### src/rtl/nand_controller_command_sequencer_macros.svh
// Assertion macros shared by the command sequencer modules.
// Each use expects signals named clk and arst_n in the enclosing module.
`ifndef NAND_CONTROLLER_COMMAND_SEQUENCER_MACROS_SVH
`define NAND_CONTROLLER_COMMAND_SEQUENCER_MACROS_SVH
`ifndef SYNTHESIS
`define NCS_ASSERT_IMPL(label, ante, cons) \
	label: assert property (@(posedge clk) disable iff (!arst_n) (ante) |-> (cons)) \
		else $error("ncs: same-cycle check failed");
`define NCS_ASSERT_NEXT(label, ante, cons) \
	label: assert property (@(posedge clk) disable iff (!arst_n) (ante) |=> (cons)) \
		else $error("ncs: next-cycle check failed");
`else
`define NCS_ASSERT_IMPL(label, ante, cons)
`define NCS_ASSERT_NEXT(label, ante, cons)
`endif
`endif

### src/rtl/ncs_pkg.sv
// Types and constants of the NAND controller command sequencer.
// No dependencies; used by ncs_engine and the top level.
package ncs_pkg;

	typedef struct packed {
		logic [1:0]  mode;
		logic [12:0] byte_offset;
		logic [2:0]  access_size;
		logic [31:0] write_data;
	} ncs_req_t;

	typedef struct packed {
		logic [31:0] read_data;
		logic        irq;
	} ncs_rsp_t;

	typedef enum logic [1:0] {
		TK_NONE    = 2'd0,
		TK_TIMEOUT = 2'd1,
		TK_BUSY    = 2'd2
	} timer_kind_t;

	localparam logic [1:0] MODE_WRITE = 2'd0;
	localparam logic [1:0] MODE_READ  = 2'd1;
	localparam logic [1:0] MODE_TICK  = 2'd2;

	// Word indexes of the registers with special behavior.
	localparam int IX_CTL    = 0;
	localparam int IX_INT    = 2;
	localparam int IX_INT_EN = 3;
	localparam int IX_STATUS = 6;
	localparam int IX_CMD    = 7;
	localparam int IX_TOCTRL = 15;
	localparam int IX_TOSTAT = 17;

	localparam logic [12:0] OFF_CTL    = 13'h000;
	localparam logic [12:0] OFF_INT    = 13'h008;
	localparam logic [12:0] OFF_STATUS = 13'h018;
	localparam logic [12:0] OFF_TOSTAT = 13'h044;

	localparam logic [31:0] CTL_MASK     = 32'h0000_032F;
	localparam logic [31:0] INT_TIMEOUT  = 32'h0000_0002;
	localparam logic [31:0] INT_CMD      = 32'h0000_0004;
	localparam logic [31:0] STAT_BUSY_RB = 32'h0000_0080;
	localparam logic [31:0] TOSTAT_CMD   = 32'h0000_0001;
	localparam logic [31:0] TOSTAT_DATA  = 32'h0000_0002;

	localparam logic [31:0] CMD_RESET      = 32'h0000_0000;
	localparam logic [31:0] CMD_PROGRAM    = 32'h0000_0008;
	localparam logic [31:0] CMD_RANDOM_IN  = 32'h0000_0085;
	localparam logic [31:0] CMD_PROG_CONF  = 32'h0000_0010;
	localparam logic [31:0] CMD_ERASE_CONF = 32'h0000_00D0;
	localparam logic [31:0] CMD_READ_ID    = 32'h0000_0090;
	localparam logic [31:0] CMD_STATUS     = 32'h0000_0070;
	localparam logic [31:0] CMD_RANDOM_OUT = 32'h0000_0005;
	localparam logic [31:0] CMD_READ_2     = 32'h0000_0020;
	localparam logic [31:0] CMD_READ_CONF  = 32'h0000_0030;

	localparam logic [39:0] T_CYCLE   = 40'd21;
	localparam logic [39:0] T_DEFAULT = 40'd1000000000;
	localparam logic [39:0] T_RST     = 40'd200000;
	localparam logic [39:0] T_SHORT   = 40'd50000;
	localparam logic [39:0] T_PROG    = 40'd1200000;
	localparam logic [39:0] T_ERASE   = 40'd50000000;

	function automatic logic [39:0] busy_length(input logic [31:0] cmd);
		logic [39:0] len;
		case (cmd) inside
			CMD_RESET: len = T_RST;
			CMD_PROGRAM, CMD_RANDOM_IN, CMD_PROG_CONF: len = T_PROG;
			CMD_ERASE_CONF: len = T_ERASE;
			default: len = T_SHORT;
		endcase
		return len;
	endfunction

endpackage

### src/rtl/ncs_engine.sv
// Register file, command latch and timer of the command sequencer.
// Applies one request per step; depends on ncs_pkg and the macro header.
`include "nand_controller_command_sequencer_macros.svh"

module ncs_engine #(
	parameter int NUM_REGS = 18
) (
	input  logic             clk,
	input  logic             arst_n,
	input  logic             step,
	input  logic             socket_populated,
	input  ncs_pkg::ncs_req_t req,
	output ncs_pkg::ncs_rsp_t rsp
);

	localparam int IW = $clog2(NUM_REGS);

	logic [31:0]          rf_q [NUM_REGS];
	logic [31:0]          rf_d [NUM_REGS];
	logic [31:0]          lcmd_q, lcmd_d;
	logic                 busy_q, busy_d;
	logic                 phase2_q, phase2_d;
	ncs_pkg::timer_kind_t kind_q, kind_d;
	logic [39:0]          remain_q, remain_d;

	logic          in_win;
	logic [IW-1:0] word_ix;
	logic [31:0]   ctl_new;
	logic [31:0]   rd_word;
	logic [31:0]   rd_shift;
	logic [31:0]   rd;
	logic [39:0]   elapsed;

	always_comb begin
		rf_d     = rf_q;
		lcmd_d   = lcmd_q;
		busy_d   = busy_q;
		phase2_d = phase2_q;
		kind_d   = kind_q;
		remain_d = remain_q;
		rd       = '0;

		in_win   = req.byte_offset[12:2] < 11'(NUM_REGS);
		word_ix  = req.byte_offset[IW+1:2];
		ctl_new  = req.write_data & ncs_pkg::CTL_MASK;
		elapsed  = 40'(req.write_data);

		rd_word = in_win ? rf_q[word_ix] : '0;
		if (req.byte_offset == ncs_pkg::OFF_STATUS && socket_populated && busy_q) begin
			rd_word[0] = 1'b1;
		end
		rd_shift = rd_word >> {req.byte_offset[1:0], 3'b000};

		if (step) begin
			case (req.mode)
				ncs_pkg::MODE_WRITE: begin
					if (in_win) begin
						if (req.byte_offset == ncs_pkg::OFF_INT) begin
							rf_d[ncs_pkg::IX_INT] = rf_q[ncs_pkg::IX_INT]
								& ~(req.write_data & 32'h7);
						end else if (req.byte_offset == ncs_pkg::OFF_TOSTAT) begin
							rf_d[ncs_pkg::IX_TOSTAT] = rf_q[ncs_pkg::IX_TOSTAT]
								& ~(req.write_data & 32'h3);
						end else if (req.byte_offset == ncs_pkg::OFF_CTL) begin
							rf_d[ncs_pkg::IX_CTL] = ctl_new;
							if (ctl_new[0] && !rf_q[ncs_pkg::IX_CTL][0]) begin
								// RUN rises: latch the command and start it.
								lcmd_d   = rf_q[ncs_pkg::IX_CMD];
								phase2_d = 1'b0;
								kind_d   = ncs_pkg::TK_NONE;
								remain_d = '0;
								if (!socket_populated) begin
									kind_d = ncs_pkg::TK_TIMEOUT;
									if (rf_q[ncs_pkg::IX_TOCTRL] != '0) begin
										remain_d = 40'(rf_q[ncs_pkg::IX_TOCTRL])
											* ncs_pkg::T_CYCLE;
									end else begin
										remain_d = ncs_pkg::T_DEFAULT;
									end
								end else if (ctl_new[3:1] == 3'b000) begin
									// No transfer type: the command completes at once.
									rf_d[ncs_pkg::IX_CTL][0] = 1'b0;
									rf_d[ncs_pkg::IX_INT] = rf_q[ncs_pkg::IX_INT]
										| ncs_pkg::INT_CMD;
								end else begin
									busy_d = 1'b1;
									rf_d[ncs_pkg::IX_STATUS] = ncs_pkg::STAT_BUSY_RB;
									kind_d   = ncs_pkg::TK_BUSY;
									remain_d = ncs_pkg::busy_length(rf_q[ncs_pkg::IX_CMD]);
								end
							end else if (!ctl_new[0] && rf_q[ncs_pkg::IX_CTL][0]) begin
								// RUN falls: abort whatever is in flight.
								kind_d   = ncs_pkg::TK_NONE;
								remain_d = '0;
								busy_d   = 1'b0;
								phase2_d = 1'b0;
								rf_d[ncs_pkg::IX_STATUS] = '0;
							end
						end else begin
							rf_d[word_ix] = req.write_data;
						end
					end
				end
				ncs_pkg::MODE_READ: begin
					case (req.access_size)
						3'd0: rd = '0;
						3'd1: rd = {24'd0, rd_shift[7:0]};
						3'd2: rd = {16'd0, rd_shift[15:0]};
						3'd3: rd = {8'd0, rd_shift[23:0]};
						default: rd = rd_shift;
					endcase
				end
				ncs_pkg::MODE_TICK: begin
					if (kind_q != ncs_pkg::TK_NONE) begin
						if (elapsed < remain_q) begin
							remain_d = remain_q - elapsed;
						end else begin
							kind_d   = ncs_pkg::TK_NONE;
							remain_d = '0;
							if (kind_q == ncs_pkg::TK_TIMEOUT) begin
								rf_d[ncs_pkg::IX_CTL][0] = 1'b0;
								rf_d[ncs_pkg::IX_TOSTAT] = rf_q[ncs_pkg::IX_TOSTAT]
									| ncs_pkg::TOSTAT_CMD;
								rf_d[ncs_pkg::IX_INT] = rf_q[ncs_pkg::IX_INT]
									| ncs_pkg::INT_TIMEOUT;
							end else if (socket_populated) begin
								if (!phase2_q && lcmd_q == ncs_pkg::CMD_PROGRAM) begin
									// Program data moves in a second busy phase.
									phase2_d = 1'b1;
									busy_d   = 1'b1;
									rf_d[ncs_pkg::IX_STATUS] = ncs_pkg::STAT_BUSY_RB;
									kind_d   = ncs_pkg::TK_BUSY;
									remain_d = ncs_pkg::T_PROG;
								end else begin
									if (!phase2_q) begin
										case (lcmd_q) inside
											ncs_pkg::CMD_READ_ID, ncs_pkg::CMD_STATUS,
											ncs_pkg::CMD_RANDOM_OUT, ncs_pkg::CMD_READ_2,
											ncs_pkg::CMD_READ_CONF, ncs_pkg::CMD_RANDOM_IN:
												rf_d[ncs_pkg::IX_TOSTAT] =
													rf_q[ncs_pkg::IX_TOSTAT]
													| ncs_pkg::TOSTAT_DATA;
											default: ;
										endcase
									end
									phase2_d = 1'b0;
									busy_d   = 1'b0;
									rf_d[ncs_pkg::IX_STATUS] = '0;
									rf_d[ncs_pkg::IX_CTL][0] = 1'b0;
									rf_d[ncs_pkg::IX_INT] = rf_q[ncs_pkg::IX_INT]
										| ncs_pkg::INT_CMD;
								end
							end
						end
					end
				end
				default: ;
			endcase
		end

		rsp.read_data = rd;
		rsp.irq       = |(rf_d[ncs_pkg::IX_INT] & rf_d[ncs_pkg::IX_INT_EN]);
	end

	always_ff @(posedge clk or negedge arst_n) begin
		if (!arst_n) begin
			for (int i = 0; i < NUM_REGS; i++) begin
				rf_q[i] <= '0;
			end
			lcmd_q   <= '0;
			busy_q   <= 1'b0;
			phase2_q <= 1'b0;
			kind_q   <= ncs_pkg::TK_NONE;
			remain_q <= '0;
		end else if (step) begin
			rf_q     <= rf_d;
			lcmd_q   <= lcmd_d;
			busy_q   <= busy_d;
			phase2_q <= phase2_d;
			kind_q   <= kind_d;
			remain_q <= remain_d;
		end
	end

	`NCS_ASSERT_IMPL(a_idle_timer_zero, kind_q == ncs_pkg::TK_NONE, remain_q == 40'd0)
	`NCS_ASSERT_IMPL(a_phase2_is_program, phase2_q, lcmd_q == ncs_pkg::CMD_PROGRAM)
	`NCS_ASSERT_IMPL(a_phase2_no_timeout, phase2_q, kind_q != ncs_pkg::TK_TIMEOUT)

endmodule

### src/rtl/nand_controller_command_sequencer.sv
// NAND controller register block and command sequencer, top level.
// A request is taken into the input register, and its result is then
// written to the response register. Throughput: one request per cycle while rsp_ready
// holds; the whole update of registers and timer fits between those two registers.
// Reset: asynchronous, active low; clears register file, timer and socket flag.
`include "nand_controller_command_sequencer_macros.svh"

module nand_controller_command_sequencer #(
	parameter int NUM_REGS = 18
) (
	input  logic              clk,
	input  logic              arst_n,
	input  logic              req_valid,
	output logic              req_ready,
	input  ncs_pkg::ncs_req_t req,
	output logic              rsp_valid,
	input  logic              rsp_ready,
	output ncs_pkg::ncs_rsp_t rsp,
	input  logic              cfg_write_enable,
	input  logic              cfg_write_data
);

	ncs_pkg::ncs_req_t req_s1;
	logic              s1_valid_q;
	ncs_pkg::ncs_rsp_t rsp_q;
	logic              rsp_valid_q;
	ncs_pkg::ncs_rsp_t rsp_next;
	logic              socket_q;
	logic              advance;

	// The held request is applied when the response register can take its result.
	assign advance   = s1_valid_q && (!rsp_valid_q || rsp_ready);
	assign req_ready = !s1_valid_q || advance;
	assign rsp_valid = rsp_valid_q;
	assign rsp       = rsp_q;

	always_ff @(posedge clk or negedge arst_n) begin
		if (!arst_n) begin
			socket_q <= 1'b0;
		end else if (cfg_write_enable) begin
			socket_q <= cfg_write_data;
		end
	end

	always_ff @(posedge clk or negedge arst_n) begin
		if (!arst_n) begin
			s1_valid_q  <= 1'b0;
			rsp_valid_q <= 1'b0;
		end else begin
			if (req_valid && req_ready) begin
				s1_valid_q <= 1'b1;
			end else if (advance) begin
				s1_valid_q <= 1'b0;
			end
			if (advance) begin
				rsp_valid_q <= 1'b1;
			end else if (rsp_ready) begin
				rsp_valid_q <= 1'b0;
			end
		end
	end

	always_ff @(posedge clk) begin
		if (req_valid && req_ready) begin
			req_s1 <= req;
		end
		if (advance) begin
			rsp_q <= rsp_next;
		end
	end

	ncs_engine #(
		.NUM_REGS(NUM_REGS)
	) u_engine (
		.clk             (clk),
		.arst_n          (arst_n),
		.step            (advance),
		.socket_populated(socket_q),
		.req             (req_s1),
		.rsp             (rsp_next)
	);

	`NCS_ASSERT_IMPL(a_ready_when_out_free, !rsp_valid_q, req_ready)
	`NCS_ASSERT_NEXT(a_step_fills_out, advance, rsp_valid_q)
	`NCS_ASSERT_IMPL(a_hold_when_full, s1_valid_q && rsp_valid_q && !rsp_ready, !req_ready)

endmodule
### config.mk
export PLATFORM = sky130hd
export DESIGN_NAME = nand_controller_command_sequencer
export DESIGN_NICKNAME = d
export VERILOG_FILES = /design/src/rtl/ncs_pkg.sv /design/src/rtl/ncs_engine.sv /design/src/rtl/nand_controller_command_sequencer.sv
export VERILOG_INCLUDE_DIRS = /design/src /design/src/rtl
export SDC_FILE = /design/constraint.sdc
export NUM_CORES = 2
export LEC_CHECK = 0
export BUFFER_PORTS_ARGS = -buffer_cell sky130_fd_sc_hd__buf_2
export CAP_MARGIN = 40
export CORE_ASPECT_RATIO = 1.4
export CORE_MARGIN = 5
export CORE_UTILIZATION = 60
export DETAILED_ROUTE_END_ITERATION = 16
export MAX_ROUTING_LAYER = met4
export PLACE_DENSITY = 0.77
export SLEW_MARGIN = 30
export SYNTH_ARGS = -nofsm -noshare
export SYNTH_HDL_FRONTEND = slang
export SYNTH_SLANG_ARGS = --single-unit
### constraint.sdc
create_clock -name clk -period 4.65 [get_ports clk]
set_input_delay 1.395 -clock clk [delete_from_list [all_inputs] [get_ports clk]]
set_output_delay 1.395 -clock clk [all_outputs]
set_load 0.03 [all_outputs]
; ---- Word-level counts from Yosys, hierarchy flattened
; Index checks and enable logic that the tools add are counted.
[totals]
ff_bits = 738
latch_bits = 0
ram_bits = 0
romBits = 0
input_bits = 56
output_inout_bits = 35
wordCells = 250
n_memories = 0
[op_classes]
addsub = 1
n_mul = 1
div_mod_pow = 0
magnitude_cmp = 4
eq_ne = 42
shift = 1
muxes = 116
bitwise = 10
n_reduce_logical = 40
[op_table]
columns = op, n
row1 = 32-bit 2-to-1 mux, 23
row2 = 576-bit bitwise mux, 1
row3 = 40-bit 2-to-1 mux, 14
row4 = 545-bit 2-to-1 mux, 1
row5 = 513-bit 2-to-1 mux, 1
row6 = 512-bit 2-to-1 mux, 1
row7 = 480-bit 2-to-1 mux, 1
row8 = 352-bit 2-to-1 mux, 1
row9 = 320-bit 2-to-1 mux, 1
row10 = 96-bit 2-to-1 mux, 2
row11 = 32-bit case mux with 2 select lines, 3
row12 = 32-bit binary-select mux with 5-bit select, 1
row13 = 32-bit demux with 5-bit select, 1
row14 = "32-bit by 8-bit equality test with 1-bit output, second input constant", 4
row15 = 32-bit case mux with 4 select lines, 1
row16 = 32-bit AND, 3
row17 = 40-bit case mux with 2 select lines, 1
row18 = "32-bit by 4-bit equality test with 1-bit output, second input constant", 2
row19 = "32-bit by 6-bit equality test with 1-bit output, second input constant", 2
row20 = 32-bit by 40-bit < comparator with 1-bit output, 1
row21 = 40-bit by 32-bit subtractor with 40-bit output, 1
row22 = "32-bit by 5-bit multiplier with 37-bit output, second input constant", 1
row23 = 37-bit 2-to-1 mux, 1
row24 = 33-bit 2-to-1 mux, 1
row25 = other kinds (52), 146

; ---- Longest topological paths before layout
[depth]
depth_word = 14
ltp_mapped = 16
mapped_depth_nobuf = 16

; ---- Cells and area by module
; Synthesis repeated with hierarchy kept, for this count alone.
[unflattened]
hier_cells = 3681
area_unflattened_um2 = 39386.5
[by_module_without_submodules]
columns = mod, instances, cells_per_inst, area_per_inst_um2, seq_area_each_um2
row1 = ncs_engine, 1, 3588, 36754.0, 16315.6
row2 = nand_controller_command_sequencer, 1, 93, 2632.5, 2567.5

; ---- Worst setup path before layout
; OpenSTA, ideal clock, no wires.
[synth_timing]
kind = input -> register
start = input rsp_ready
end = register u_engine.rf_q[417] in the netlist's numbering
t_arrival_ns = 3.904
t_required_ns = 4.525
setup_slack_ns = 0.621
path_stages = 9
path_cell_list = nand2b_1 > nand2_1 > inv_1 > nand3_1 > nor4_1 > and3_1 > clkbuf_1 > buf_2 > mux2_2
[synth_between]
elab_chain_cells = 3
[synth_rtl]
columns = element, line_no
row1 = "start, declared", nand_controller_command_sequencer.sv:17  ; input logic rsp_ready,
row2 = 1-bit logical OR, nand_controller_command_sequencer.sv:32  ; assign advance = s1_valid_q && (!rsp_valid_q || rsp_ready);
row3 = 1-bit logical AND, nand_controller_command_sequencer.sv:32
row4 = net advance, nand_controller_command_sequencer.sv:29  ; logic advance;
row5 = 6-bit AND reduction (no line), n/a
row6 = "end signal, assigned", ncs_engine.sv:176  ; rf_q <= rf_d;
row7 = "end, declared", ncs_engine.sv:18  ; logic [31:0] rf_q [NUM_REGS];
; The timed path passes the listed nets, and every way through them passes these cells.
; A chain may end at the register's enable or synchronous reset.

; ---- Final worst setup path
[layout_timing]
start = register req_s1[23] in the netlist's numbering
end = register u_engine.rf_q[376] in the netlist's numbering
[layout_between]
elab_chain_cells = 3
[layout_rtl]
columns = element, line_no
row1 = "start, declared", nand_controller_command_sequencer.sv:23  ; ncs_pkg::ncs_req_t req_s1;
row2 = "start signal, assigned", nand_controller_command_sequencer.sv:65  ; req_s1 <= req;
row3 = 32-bit by 40-bit < comparator with 1-bit output, ncs_engine.sv:115  ; if (elapsed < remain_q) begin
row4 = 2-bit != test (no line), n/a
row5 = 12-bit AND reduction (no line), n/a
; No other way between the ends.

==> impl_metrics.yaml <==
min_path:
  holdPathStages: 2
  holdCritPathClass: "flip-flop to flip-flop"
  holdPathEnd: "u_engine.rf_q[215]"
  hp-start: "u_engine.rf_q[215]"
global_route:
  grt_start_max_net_pins: 95
  globalRouteOverflowTotal: 0
  grt_pass1_wl_mm: 195
  antenna_found_initial: 2
  grt_pass1_vias: 30931
  grt_usage: 0.381
pwr:
  power_frac_clock: 0.376
  p_sw_mw: 4.70
  p_sw_frac: 0.294
  cellPowerDensity_mw_per_mm2: 366
  seq_power_share: 0.435
  p_leak_nw: 20.3
  p_comb_frac: 0.189
  peakVddDrop_uv: 355
  total_power_mw: 16.0
  p_int_mw: 11.3
synthesis:
  synth.distinct_cells: 81
  yosysTopAreaCellShare: 0.420
  syn_nets: 3626
  async_reset_ff_frac: 0.888
  ys.flop_type: "dfrtp_1"
  synth_edf_count: 83
  ys_seq_area_frac: 0.484
  yosysWarnings: 0
  synth_top_area_cell: "dfrtp_1"
  netlist_top_cells_area: "dfrtp_1, mux2_2, mux4_2"
  yosys.area_share.simple: 0.0881
  yosys.cell_count.top_type: "dfrtp_1"
  netlist_area_mm2: 0.0390
  synthXorXnorAreaFrac: 0.0126
  synth.avg_cell_area_um2: 11.4
  synth-adder-area-share: 0.0561
  synthMuxAreaShare: 0.202
  syn_inst: 3412
  synth_top_family_by_area: "multiplexers"
  ys_top_cells_by_count: "dfrtp_1, nand2_1, mux2_2"
  synth_seq_cells: 738
  synth_compound_area_frac: 0.115
detailed_routing:
  initialDrtViolationCount: 2933
  viasPerCell: 6.71
  post-route-drc-count: 0
  routed_wl_mm: 130
  routed-via-count: 29765
  drtAntennaViolNets: 0
  wire_per_inst_um: 29.2
  first_pass_iters: 6
floorplan:
  die_y_um: 312
  pin_count: 91
  die_area_mm2: 0.0703
  placementRows: 110
  fp.dieW_um: 226
  coreArea_mm2: 0.0644
  start_util: 0.606
critical_path:
  critPathKind: "flip-flop to flip-flop"
  required_ps: 5150
  reg2reg_slack_ps: 150
  arrival_ps: 5000
  startpoint_type: "flip-flop"
  r2r_start: "req_s1[23]"
  reg2reg_depth: 15
  worstReg2RegEnd: "u_engine.rf_q[376]"
  end_kind: "flip-flop"
  cp_max_fo: 46
timing:
  finalCritPeriodShare: 0.967
  fin_ws_ps: 152
  rsz0062_at_grt: "false"
  max_freq_ghz: 0.222
  finClkSkew_ps: 31.0
  drv_slew: 0
  hold_viol: 0
  fin_crit_ps: 4500
  worst_pin_slew_ps: 977
  hold_ws_ps: 478
  slew_headroom: 0.348
  finalSetupTns_ps: 0
  setup_viol: 0
finish:
  layout-drive-gt1-share: 0.266
  post-route-util: 0.679
  nets: 3754
  final_cell_area_mm2: 0.0438
  fin_cells: 4437
  syn_to_final_growth_pct: 12.1
flow_run:
  drv_cap: 0
cts:
  htreeDepth: 3
  clock_latency_ps: 650
  cts_buffers: 73
  cts_sinks: 738
  cts-root-buf: "clkbuf_16"
  cts_buffer_depth: 3
  clk_pin_slew_ps: 60
  cts_tree: "done"
place:
  gp_congestion: 0.995
  portBuffers: 90
  dp_cells: 4302
  dpl_worst_slack_ps: 225
  dpl_cell_area_mm2: 0.0413
  place_hpwl_mm: 94.6
outcome:
  status: "finished, final reports clean"
[metal layers]
layer / track usage / wire [µm] / vias up
li1: - / - / 12565
met1: 0.460 / 46300 / 15100
met2: 0.598 / 62500 / 1629
met3: 0.0783 / 11500 / 471
met4: 0.218 / 9480 / 0
met5: - / 0 / -
[cell usage in the layout, fill, tap and decap left out, types with 20 or more instances in the layout]
master,Yosys,layout
inv_1,192,192
mux2i_1,61,61
o31ai_1,34,34
xnor2_1,44,44
clkbuf_16,0,76
a21oi_1,110,110
o21ai_2,30,30
o21ai_0,283,283
buf_2,37,92
nand2_1,373,371
buf_12,0,20
buf_4,9,154
nor2_1,199,191
dfrtp_1,655,655
nor3_1,34,31
ha_1,130,130
nand3_1,29,26
nand2b_1,21,21
mux2_2,355,355
fa_1,28,28
nor2b_1,21,21
o22ai_1,43,43
a21o_1,24,24
mux4_2,145,145
a211oi_1,23,23
edfxtp_1,83,83
nor4_1,29,28
[critical path, stage by stage (launching register included)]
cell and delay, ps:
edfxtp_1 430, inv_1 280, ha_1 390, a21oi_1 180
o21ai_0 100, a2111oi_0 740, buf_4 220, o22ai_1 80
a21oi_1 360, o41ai_4 130, buf_4 260, a311oi_4 390
o2111ai_4 200, buf_12 250, nand2_1 170, o21ai_2 60
[sequential cells by signal, indices dropped and copies added, names as in the netlist]
register and count:
req_s1 50, u_engine.remain_q 40, u_engine.kind_q 2, rsp_valid 1, u_engine.phase2_q 1, rsp 33, u_engine.rf_q 576, u_engine.lcmd_q 32
socket_q 1, s1_valid_q 1, u_engine.busy_q 1
[timing repair]
item,CTS,global route
endpoints found under the setup margin,0,1
setup buffers,0,1
resized for setup,0,0
hold buffers,0,0
[how the worst max path moves through the flow]
stage	from	endpoint	slack [ps]	depth (start not counted)
CTS	req_s1[23]	u_engine.rf_q[376]	230	15
global route	req_s1[23]	u_engine.rf_q[376]	100	15
floorplan	rsp_ready	u_engine.rf_q[417]	620	9
finish	req_s1[23]	u_engine.rf_q[376]	150	15
global placement	rsp_ready	rsp[0]	110	11
detailed placement	rsp_ready	rsp[0]	230	11
[power by group through the flow]
| stage | sequential (mW) | clock, mW | combinational (mW) |
|---|---|---|---|
| final | 6.96 | 6.02 | 3.02 |
| after global routing | 6.97 | 6.34 | 3.27 |
| after CTS | 6.95 | 6.06 | 2.99 |
| after detailed placement | 7.06 | 0 | 2.97 |
| after global placement | 7.06 | 0 | 2.93 |
| after floorplan | 7.04 | 0 | 1.92 |
[layout make-up]
cell class                 count  area (µm²)
fill                        4645       20700
sequential                   738       18900
multi-input combinational   2263       18600
clock buffer                 107        2160
timing repair buffer         271        2110
tap                          840        1050
inverter                     193         724
clock inverter                24         249
antenna                        1        2.50
[cell families (layout without fill, tap and decap cells)]
| kind of cell | count (synthesis) | count (layout) |
|---|---|---|
| AND/OR/NAND/NOR | 778 | 778 |
| flip-flops | 738 | 738 |
| AO/OA/AOI/OAI | 710 | 710 |
| multiplexers | 561 | 561 |
| buffers and inverters | 411 | 595 |
| adder cells (fa/ha/maj) | 158 | 158 |
| XOR/XNOR | 56 | 56 |
| other | 0 | 1 |
No activity file was read; power rests on OpenSTA's default activity.
